===== config.mk =====
export PLATFORM = sky130hd
export DESIGN_NAME = trig_angle_range_reduction
export DESIGN_NICKNAME = d
export VERILOG_FILES = /design/src/hw/rtl/tarr_pkg.sv /design/src/hw/rtl/tarr_reduce_stage.sv /design/src/hw/rtl/tarr_fold.sv /design/src/hw/rtl/trig_angle_range_reduction.sv
export VERILOG_INCLUDE_DIRS = /design/src /design/src/hw/rtl
export SDC_FILE = /design/constraint.sdc
export NUM_CORES = 1
export LEC_CHECK = 0
export BUFFER_PORTS_ARGS = -buffer_cell sky130_fd_sc_hd__buf_2
export CORE_ASPECT_RATIO = 2
export CORE_MARGIN = 5
export CORE_UTILIZATION = 30
export CTS_CLUSTER_SIZE = 25
export DETAILED_ROUTE_END_ITERATION = 12
export PLACE_DENSITY = 0.5
export SLEW_MARGIN = 0
export SYNTH_ARGS = -nofsm -noshare
export SYNTH_HDL_FRONTEND = slang
export SYNTH_HIERARCHICAL = 1
export SYNTH_SLANG_ARGS = --single-unit

===== constraint.sdc =====
create_clock -name clk -period 2.5 [get_ports clk]
set_input_delay 0.5 -clock clk [delete_from_list [all_inputs] [get_ports clk]]
set_output_delay 0.5 -clock clk [all_outputs]
set_load 0.02 [all_outputs]

===== src/hw/rtl/trig_angle_range_reduction_assert.svh =====
// Assertion macros shared by the range reduction RTL.
// Define ASSERT_OFF to compile every check away.
`ifndef TRIG_ANGLE_RANGE_REDUCTION_ASSERT_SVH
`define TRIG_ANGLE_RANGE_REDUCTION_ASSERT_SVH

`ifndef ASSERT_OFF
// Check a property on every rising edge, abandoned while reset is high.
`define TARR_ASSERT(label, clk, rst, prop, msg) \
  label: assert property (@(posedge clk) disable iff (rst) prop) else $error(msg);
// Check a property on every rising edge, reset included.
`define TARR_ASSERT_ALWAYS(label, clk, prop, msg) \
  label: assert property (@(posedge clk) prop) else $error(msg);
`else
`define TARR_ASSERT(label, clk, rst, prop, msg)
`define TARR_ASSERT_ALWAYS(label, clk, prop, msg)
`endif

`endif


===== src/hw/rtl/tarr_pkg.sv =====
package tarr_pkg;

  // pi * 2^60, truncated; pi at any fraction width is rounded from this
  localparam logic [63:0] PI_X60 = 64'h3243F6A8885A308D;

  typedef enum logic [1:0] {
    ACT_SIN  = 2'd0,
    ACT_COS  = 2'd1,
    ACT_TAN  = 2'd2,
    ACT_NONE = 2'd3
  } action_t;

  // Control that travels beside the remainder through the pipeline
  typedef struct packed {
    logic    valid;
    action_t action;
    logic    q0;     // parity of the quotient by pi
  } tarr_ctl_t;

endpackage


===== src/hw/rtl/tarr_reduce_stage.sv =====
`include "trig_angle_range_reduction_assert.svh"

module tarr_reduce_stage #(
  parameter int             UW   = 35,
  parameter logic [UW-1:0]  SUB  = '0,
  parameter bit             LAST = 1'b0
) (
  input  logic                clk,
  input  logic                rst,
  input  tarr_pkg::tarr_ctl_t ctl_in,
  input  logic [UW-1:0]       rem_in,
  output tarr_pkg::tarr_ctl_t ctl_out,
  output logic [UW-1:0]       rem_out
);
  import tarr_pkg::*;

  logic          take;
  logic [UW-1:0] diff;
  logic          valid;
  action_t       action;
  logic          q0;

  // Take off pi times this stage's power of two when it fits
  assign take = (rem_in >= SUB);
  assign diff = rem_in - SUB;

  // Advance the valid bit
  always_ff @(posedge clk) begin
    if (rst) begin
      valid <= 1'b0;
    end else begin
      valid <= ctl_in.valid;
    end
  end

  // Advance the payload; the last stage records the quotient parity
  always_ff @(posedge clk) begin
    action  <= ctl_in.action;
    q0      <= LAST ? take : ctl_in.q0;
    rem_out <= take ? diff : rem_in;
  end

  assign ctl_out = '{valid: valid, action: action, q0: q0};

  `TARR_ASSERT(a_rem_below_step, clk, rst, ctl_out.valid |-> (rem_out < SUB), "remainder not reduced below step")

endmodule


===== src/hw/rtl/tarr_fold.sv =====
`include "trig_angle_range_reduction_assert.svh"

module tarr_fold #(
  parameter int            FB = 24,
  parameter int            HW = FB + 2,
  parameter logic [HW-1:0] PI = '0
) (
  input  logic                clk,
  input  logic                rst,
  input  tarr_pkg::tarr_ctl_t ctl_in,
  input  logic [HW-1:0]       h,
  output logic                done,
  output logic [FB:0]         reduced_angle,
  output logic                negate
);
  import tarr_pkg::*;

  logic [HW:0]   twice;
  logic [HW:0]   pi_ext;
  logic          gt;
  logic          ge;
  logic [HW-1:0] mirror_val;
  logic          mirror;
  logic          neg_next;
  logic          zero;
  logic [HW-1:0] res;

  // Compare 2h with pi exactly and form pi - h
  assign twice      = {h, 1'b0};
  assign pi_ext     = {1'b0, PI};
  assign gt         = (twice > pi_ext);
  assign ge         = (twice >= pi_ext);
  assign mirror_val = PI - h;

  // Pick the fold and the sign per function
  always_comb begin
    mirror   = 1'b0;
    neg_next = 1'b0;
    zero     = 1'b0;
    case (ctl_in.action)
      ACT_SIN: begin
        neg_next = ctl_in.q0 && (h != '0);
        mirror   = ge;
      end
      ACT_COS: begin
        neg_next = ctl_in.q0 ? !gt : gt;
        mirror   = ctl_in.q0 ? ge : gt;
      end
      ACT_TAN: begin
        neg_next = ge;
        mirror   = ge;
      end
      default: begin
        zero = 1'b1;
      end
    endcase
  end

  assign res = zero ? '0 : (mirror ? mirror_val : h);

  // Register the result strobe
  always_ff @(posedge clk) begin
    if (rst) begin
      done <= 1'b0;
    end else begin
      done <= ctl_in.valid;
    end
  end

  always_ff @(posedge clk) begin
    reduced_angle <= res[FB:0];
    negate        <= neg_next;
  end

  `TARR_ASSERT(a_result_in_range, clk, rst, done |-> ({reduced_angle, 1'b0} <= PI), "reduced angle above pi/2")
  `TARR_ASSERT(a_unused_code_zero, clk, rst, (ctl_in.valid && (ctl_in.action == ACT_NONE)) |=> (done && (reduced_angle == '0) && !negate), "unused action gave nonzero result")

endmodule


===== src/hw/rtl/trig_angle_range_reduction.sv =====
// Trigonometric argument range reduction.
// Channels: an item (angle, action) is taken on a rising edge with start high
// and busy low. angle is signed radians with FRAC_BITS fraction bits; action
// selects sine, cosine or tangent folding (the unused code gives zero). Each result (reduced_angle in
// [0, pi/2], negate) appears for exactly one cycle with done high.
// Pipeline: one offset stage, one conditional subtract of a shifted pi per
// quotient bit, one folding stage.
// Throughput: one item per cycle; the subtract chain is fully pipelined.
// Reset: busy is high while rst is high; all valid bits clear, so items in
// flight are dropped and done stays low until new items come through.
// The receiver cannot stall: results leave on a fixed schedule and busy is
// low whenever rst is low.
`include "trig_angle_range_reduction_assert.svh"

module trig_angle_range_reduction #(
  parameter int FRAC_BITS   = 24,
  parameter int ANGLE_WIDTH = 32
) (
  input  logic                   clk,
  input  logic                   rst,
  input  logic                   start,
  output logic                   busy,
  input  logic [ANGLE_WIDTH-1:0] angle,
  input  logic [1:0]             action,
  output logic                   done,
  output logic [FRAC_BITS:0]     reduced_angle,
  output logic                   negate
);
  import tarr_pkg::*;

  localparam logic [63:0] PI_Q64 =
    (PI_X60 + (64'd1 << (59 - FRAC_BITS))) >> (60 - FRAC_BITS);
  // Offset pi * 2^SHIFT is at least 2^(ANGLE_WIDTH-1) and a multiple of 2pi
  localparam int SHIFT   = (ANGLE_WIDTH - FRAC_BITS - 2 > 1) ?
                           (ANGLE_WIDTH - FRAC_BITS - 2) : 1;
  localparam int NSTEP   = SHIFT + 1;
  localparam int UW      = FRAC_BITS + SHIFT + 3;
  localparam int HW      = FRAC_BITS + 2;
  localparam int LATENCY = NSTEP + 2;
  localparam logic [UW-1:0] OFFSET = UW'(PI_Q64 << SHIFT);

  logic          accept;
  logic          in_valid;
  action_t       in_action;
  logic [UW-1:0] in_rem;
  tarr_ctl_t     ctl [0:NSTEP];
  logic [UW-1:0] rem [0:NSTEP];

  assign busy   = rst;
  assign accept = start && !busy;

  // Shift the angle up by the offset so it is never negative
  always_ff @(posedge clk) begin
    if (rst) begin
      in_valid <= 1'b0;
    end else begin
      in_valid <= accept;
    end
  end

  always_ff @(posedge clk) begin
    in_action <= action_t'(action);
    in_rem    <= {{(UW - ANGLE_WIDTH){angle[ANGLE_WIDTH-1]}}, angle} + OFFSET;
  end

  assign ctl[0] = '{valid: in_valid, action: in_action, q0: 1'b0};
  assign rem[0] = in_rem;

  // One quotient bit per stage, highest first
  for (genvar i = 0; i < NSTEP; i++) begin : g_step
    tarr_reduce_stage #(
      .UW   (UW),
      .SUB  (UW'(PI_Q64 << (SHIFT - i))),
      .LAST (i == NSTEP - 1)
    ) u_step (
      .clk     (clk),
      .rst     (rst),
      .ctl_in  (ctl[i]),
      .rem_in  (rem[i]),
      .ctl_out (ctl[i+1]),
      .rem_out (rem[i+1])
    );
  end

  // Fold the remainder below pi into [0, pi/2]
  tarr_fold #(
    .FB (FRAC_BITS),
    .HW (HW),
    .PI (HW'(PI_Q64))
  ) u_fold (
    .clk           (clk),
    .rst           (rst),
    .ctl_in        (ctl[NSTEP]),
    .h             (rem[NSTEP][HW-1:0]),
    .done          (done),
    .reduced_angle (reduced_angle),
    .negate        (negate)
  );

  `TARR_ASSERT(a_fixed_latency, clk, rst, accept |-> ##LATENCY done, "result missing after pipeline latency")
  `TARR_ASSERT_ALWAYS(a_reset_clears, clk, rst |=> !done, "result strobe after reset")
  `TARR_ASSERT(a_no_idle_result, clk, rst, (!accept && !in_valid && (ctl[NSTEP].valid == 1'b0)) |=> (done == 1'b0), "result without item at fold")

endmodule

==> impl_metrics.toml, run 1 <==
[outcome]
status = "finished, violations left"
violations = "negative setup slack"

[sta]
worstMarginPinSlew_ns = 0.6675
fin_ws_ns = -0.01322
fin_crit_sh_pct = 100.5
fin_setup_tns_ns = -0.01322
setup_viol = 1
max_freq_ghz = 0.3979
drv_slew = 0
hold_viol = 0
maxSlewHeadroom_pct = 54.87
rsz0062_at_grt = "yes"
fin_crit_ns = 2.513
finalClockSkew_ns = 0.01293
timing.hold.ws_ns = 0.09594

[placed_design]
placed_area_um2 = 15780
dp_hpwl_mm = 29.39
gp_congestion = 0.9692
portBuffers = 64

[clock_tree]
clk_latency_ns = 0.59
cts_sinks = 309
path_clk_slew_ns = 0.06
numCtsBuffers = 31
htree_levels = 1
cts-root-buf = "clkbuf_16"
cts.path.max_buffers = 3
cts_tree = "yes"

[power]
p_sw_w = 0.008540
p_seq_share_pct = 39.4
powerDensity_nw_per_um2 = 1319
pwr-share-comb_pct = 40.5
clkPwrFrac_pct = 20.1
power.leakage_nw = 6.650
intPower_w = 0.01389
peakVddDrop_v = 0.0005800
sw_frac_of_total_pct = 38.08

[route]
drc_errors = 0
wl_mm = 36.80
wl_per_cell_um = 16.13
vias_per_cell = 5.012
first_iter_violations = 392
dr.pass1.iters = 5
vias = 11440
ant_nets = 0

[min_path]
min_path_type = "in2reg"

[cells_and_area]
fin_area_um2 = 17000
syn_to_final_growth_pct = 19.94
nets = 1679
diodes = 0
final_util_pct = 36.43
layout-drive-gt1-share_pct = 20.12

[grt]
grt_pass1_wl_mm = 56.57
grt_usage_pct = 13.85
grt_pass1_vias = 11690
antenna_found_initial = 0
overflow = 0
grt_max_degree = 24

[worst_setup_path]
worst-path-max-fanout = 8
end_kind = "flip-flop"
critPathArrivalTime_ns = 3.02
crit_type = "reg2reg"
crit_path_start_kind = "flip-flop"
worstPathRequired_ns = 3.00

[yosys]
synthesis.nets = 1521
synthCells = 1473
yosysWarningCount = 6
syn_area_um2 = 14170
syn_avg_cell_area_um2 = 9.621

[floorplanning]
die_x_um = 163.7
initial_core_util_pct = 30.37
std_cell_rows = 112
fp.dieH_um = 317.4
die_area_um2 = 51950
core_um2 = 46660
boundaryPins = 65

[flow_run]
maxCapViolCount = 0
-- power groups by stage --
stage	Combinational [W]	Clock (W)	Sequential, W
after global routing	0.00999	0.00489	0.00911
after detailed placement	0.00895	0	0.00891
after floorplan	0.00619	0	0.00871
after global placement	0.00884	0	0.00887
after CTS	0.00903	0.00472	0.00880
final	0.00908	0.00452	0.00883
-- final timing paths --
check,from,cells after the start,to,slack (ns)
max,g_step[4].u_step/rem_out[30]$_DFF_P_,6,g_step[5].u_step/rem_out[29]$_DFF_P_,-0.01
min,angle[31],2,in_rem[32]$_DFF_P_,0.1
max reg2reg,g_step[4].u_step/rem_out[30]$_DFF_P_,6,g_step[5].u_step/rem_out[29]$_DFF_P_,-0.01
min reg2reg,g_step[0].u_step/action[0]$_DFF_P_,0,g_step[1].u_step/action[0]$_DFF_P_,0.32
-- per-layer routing --
| layer | part of all wire (%) | wire (µm) | track usage [%] |
|---|---|---|---|
| met4 | 9.7 | 3585 | 12.44 |
| met1 | 26 | 9498 | 8.410 |
| met2 | 61 | 22520 | 31.17 |
| met5 | 0 | 0 | 0 |
| met3 | 3.2 | 1190 | 1.580 |
-- what timing repair did --
action,4_1_cts,5_1_grt
resized for setup,9,22
hold buffers,8,0
buffers inserted,0,1
gates cloned,2,0
hold endpoints to repair,8,0
pin swaps,11,13
setup endpoints to repair,29,48
-- registers in the layout (all words and copies together), names as in the netlist --
name,count
in_valid,1
in_action,2
g_step.u_step/q0,1
u_fold/done,1
g_step.u_step/action,14
g_step.u_step/rem_out,224
g_step.u_step/valid,7
u_fold/reduced_angle,25
u_fold/negate,1
in_rem,33
-- cell usage in the layout, fill, tap and decap left out, types with 31 or more instances in the layout --
master / n
a21oi_1: 76
buf_2: 64
buf_4: 110
clkbuf_16: 31
dfxtp_1: 307
nand2_1: 86
nand3_1: 41
nor2_1: 116
o21ai_0: 64
xnor2_1: 115
xor2_1: 93
-- through the flow --
stage / power [W] / setup WS [ns] / instances
finish: 0.02243 / -0.01322 / 2282
global route: 0.02398 / -0.08325 / 2282
CTS: 0.02255 / -0.07037 / 2281
detailed placement: 0.01786 / -0.1514 / 2215
global placement: 0.01771 / -0.1404 / 2215
floorplan: 0.01490 / -0.002409 / 1473
-- worst max-delay path, cell delays in order, from the launching register on --
cell and delay [ns]:
dfxtp_1 0.31, or3_4 0.38, or4_4 0.46, or4b_4 0.59
and3_4 0.25, nor4b_4 0.28, xor2_1 0.17
-- cell type report --
class | instances | area, µm²
timing repair buffer | 187 | 1309
multi-input combinational | 1077 | 7620
inverter | 25 | 96.34
sequential | 309 | 6188
clock buffer | 48 | 909.6
fill | 4765 | 29670
clock inverter | 9 | 91.34
tap | 627 | 784.5
Note: power is estimated with default switching activity, not from simulation.
==> run 2, diff against run 1 <==
--- a/config.mk
+++ b/config.mk
@@ -7,7 +7,6 @@
 export NUM_CORES = 1
 export LEC_CHECK = 0
 export BUFFER_PORTS_ARGS = -buffer_cell sky130_fd_sc_hd__buf_2
-export CORE_ASPECT_RATIO = 2
 export CORE_MARGIN = 5
 export CORE_UTILIZATION = 30
 export CTS_CLUSTER_SIZE = 25
==> impl_metrics.toml, run 2 (synthesis results as in run 1) <==
[route]
ant_nets = 0
drc_errors = 0
first_iter_violations = 507
dr.pass1.iters = 6
vias_per_cell = 4.987
wl_per_cell_um = 15.35
vias = 11220
wl_mm = 34.52

[cells_and_area]
regArea_um2 = 6188
final_cell_mix = "307 x dfxtp_1, 115 x xnor2_1, 107 x nor2_1, 94 x buf_4, 93 x xor2_1"
layout_commonest_cell = "dfxtp_1"
layout-drive-gt1-share_pct = 20.71
fill_cells = 4748
final_util_pct = 36.84
diodes = 0
largest_registers = "g_step.u_step/rem_out: 224 flops, in_rem: 33 flops, u_fold/reduced_angle: 25 flops"
largest_register_ffs = 224
multi_input_area_um2 = 7694
regMostFlops = "g_step.u_step/rem_out"
nets = 1662
syn_to_final_growth_pct = 21.28

[clock_tree]
path_clk_slew_ns = 0.06
htree_levels = 2
cts.path.max_buffers = 3
cts-root-buf = "clkbuf_16"
cts_sinks = 309
numCtsBuffers = 38
clk_latency_ns = 0.54
cts_hold_buf = 0
cts_tree = "yes"

[floorplanning]
fp.dieH_um = 227.4
die_x_um = 227.4
std_cell_rows = 79
boundaryPins = 65
initial_core_util_pct = 30.38
core_um2 = 46650
die_area_um2 = 51690

[worst_setup_path]
r2r_cells = 7
path_cells = "or4_4, or4_4, nor3b_4, nor4_4, buf_12, buf_12, mux2_2"
cp.depth = 7
cp_num_buf_inv = 2
crit_type = "reg2reg"
worst-path-max-fanout = 8
end_kind = "flip-flop"
cpMaxStageDelayCell = "or4_4"
cp_slowest_stage_delay_ns = 0.60
critPathArrivalTime_ns = 2.95
worstPathRequired_ns = 2.92
crit_path_start_kind = "flip-flop"
cpLargestDelayFamily = "simple AND/OR/NAND/NOR gates"

[grt]
antenna_found_initial = 1
grt_pass1_wl_mm = 56.17
grt_max_degree = 21
grt_pass1_vias = 11360
grt_usage_pct = 13.27
overflow = 0

[placed_design]
dp_hpwl_mm = 26.63
post-place-ws_ns = -0.1167
portBuffers = 64
gp_congestion = 0.8818

[sta]
fin_crit_ns = 2.535
worstMarginPinSlew_ns = 0.8049
drv_slew = 0
setup_viol = 2
finalClockSkew_ns = 0.02004
maxSlewHeadroom_pct = 46.30
max_freq_ghz = 0.3945
fin_ws_ns = -0.03470
fin_crit_sh_pct = 101.4
hold_viol = 0
rsz0062_at_grt = "yes"

[power]
powerDensity_nw_per_um2 = 1373
peakVddDrop_v = 0.0004564
power.leakage_nw = 6.706

[min_path]
holdPathStages = 1
min_path_type = "in2reg"

[outcome]
status = "finished, violations left"
violations = "negative setup slack"

[flow_run]
maxCapViolCount = 0
## run 2: changes by cell type in the layout (fill, tap and decap cells not counted), sizes merged
cell | before | now
buf | 179 | 163
dlygate4sd3 | 8 | 0
clkbuf | 48 | 55
clkinvlp | 1 | 4
and3 | 16 | 14
bufinv | 1 | 3
clkinv | 5 | 6
## run 2: repair_timing
item,4_1_cts,5_1_grt
gates cloned,0,2
buffers inserted,0,1
endpoints found under the hold margin,0,0
resized for setup,7,38
pin swaps,2,22
setup endpoints to repair,22,38
## run 2: layout make-up
cell class	count	area share [%]
inverter	25	0.5460
tap	607	4.419
sequential	309	36.01
timing repair buffer	165	6.843
multi-input combinational	1075	44.76
clock buffer	53	6.450
clock inverter	15	0.9755
## run 2: final timing paths
path / slack (ns) / end / from
worst max register to register: -0.03 / g_step[3].u_step/rem_out[4]$_DFF_P_ / g_step[2].u_step/rem_out[20]$_DFF_P_
worst max-delay path: -0.03 / g_step[3].u_step/rem_out[4]$_DFF_P_ / g_step[2].u_step/rem_out[20]$_DFF_P_
worst min register to register: 0.32 / g_step[5].u_step/action[1]$_DFF_P_ / g_step[4].u_step/action[1]$_DFF_P_
worst min-delay path: 0.07 / in_rem[5]$_DFF_P_ / angle[5]
## run 2: metal layers
| metal | vias to the layer above | routed length (µm) | GRT usage (%) |
|---|---|---|---|
| met5 | - | 20 | 0 |
| li1 | 5610 | - | - |
| met4 | 2 | 1688 | 6.617 |
| met3 | 111 | 1307 | 2.592 |
| met2 | 238 | 18460 | 25.83 |
| met1 | 5254 | 13050 | 13.34 |
## run 2: worst register-to-register path: cells and delay by family (launching register included)
| kind | cells | cell delay [ns] |
|---|---|---|
| mux | 1 | 0.28 |
| flops | 1 | 0.32 |
| buf+inv | 2 | 0.32 |
| simple gates | 4 | 1.51 |
## run 2: report_power, final
part           leakage, nW  switching, W  internal (W)  total (W)
clock network        0.621       0.00208       0.00341    0.00548
logic                 3.48       0.00477       0.00441    0.00918
registers             2.60       0.00200       0.00693    0.00894
total                 6.71       0.00885        0.0148     0.0236
## run 2: through the flow
stage                     std cells  hold WS (ns)  instance area [µm²]  total power, W  setup TNS, ns
after floorplan                1473        0.3096                14170         0.01490      -0.004803
after global placement         2178        0.3100                15640         0.01779        -0.7987
after detailed placement       2178        0.3121                15640         0.01786        -0.9198
after CTS                      2246       0.02790                16960         0.02353       -0.02781
after global routing           2249       0.03294                17190         0.02536         -1.083
final                          2249       0.06721                17190         0.02360       -0.04134
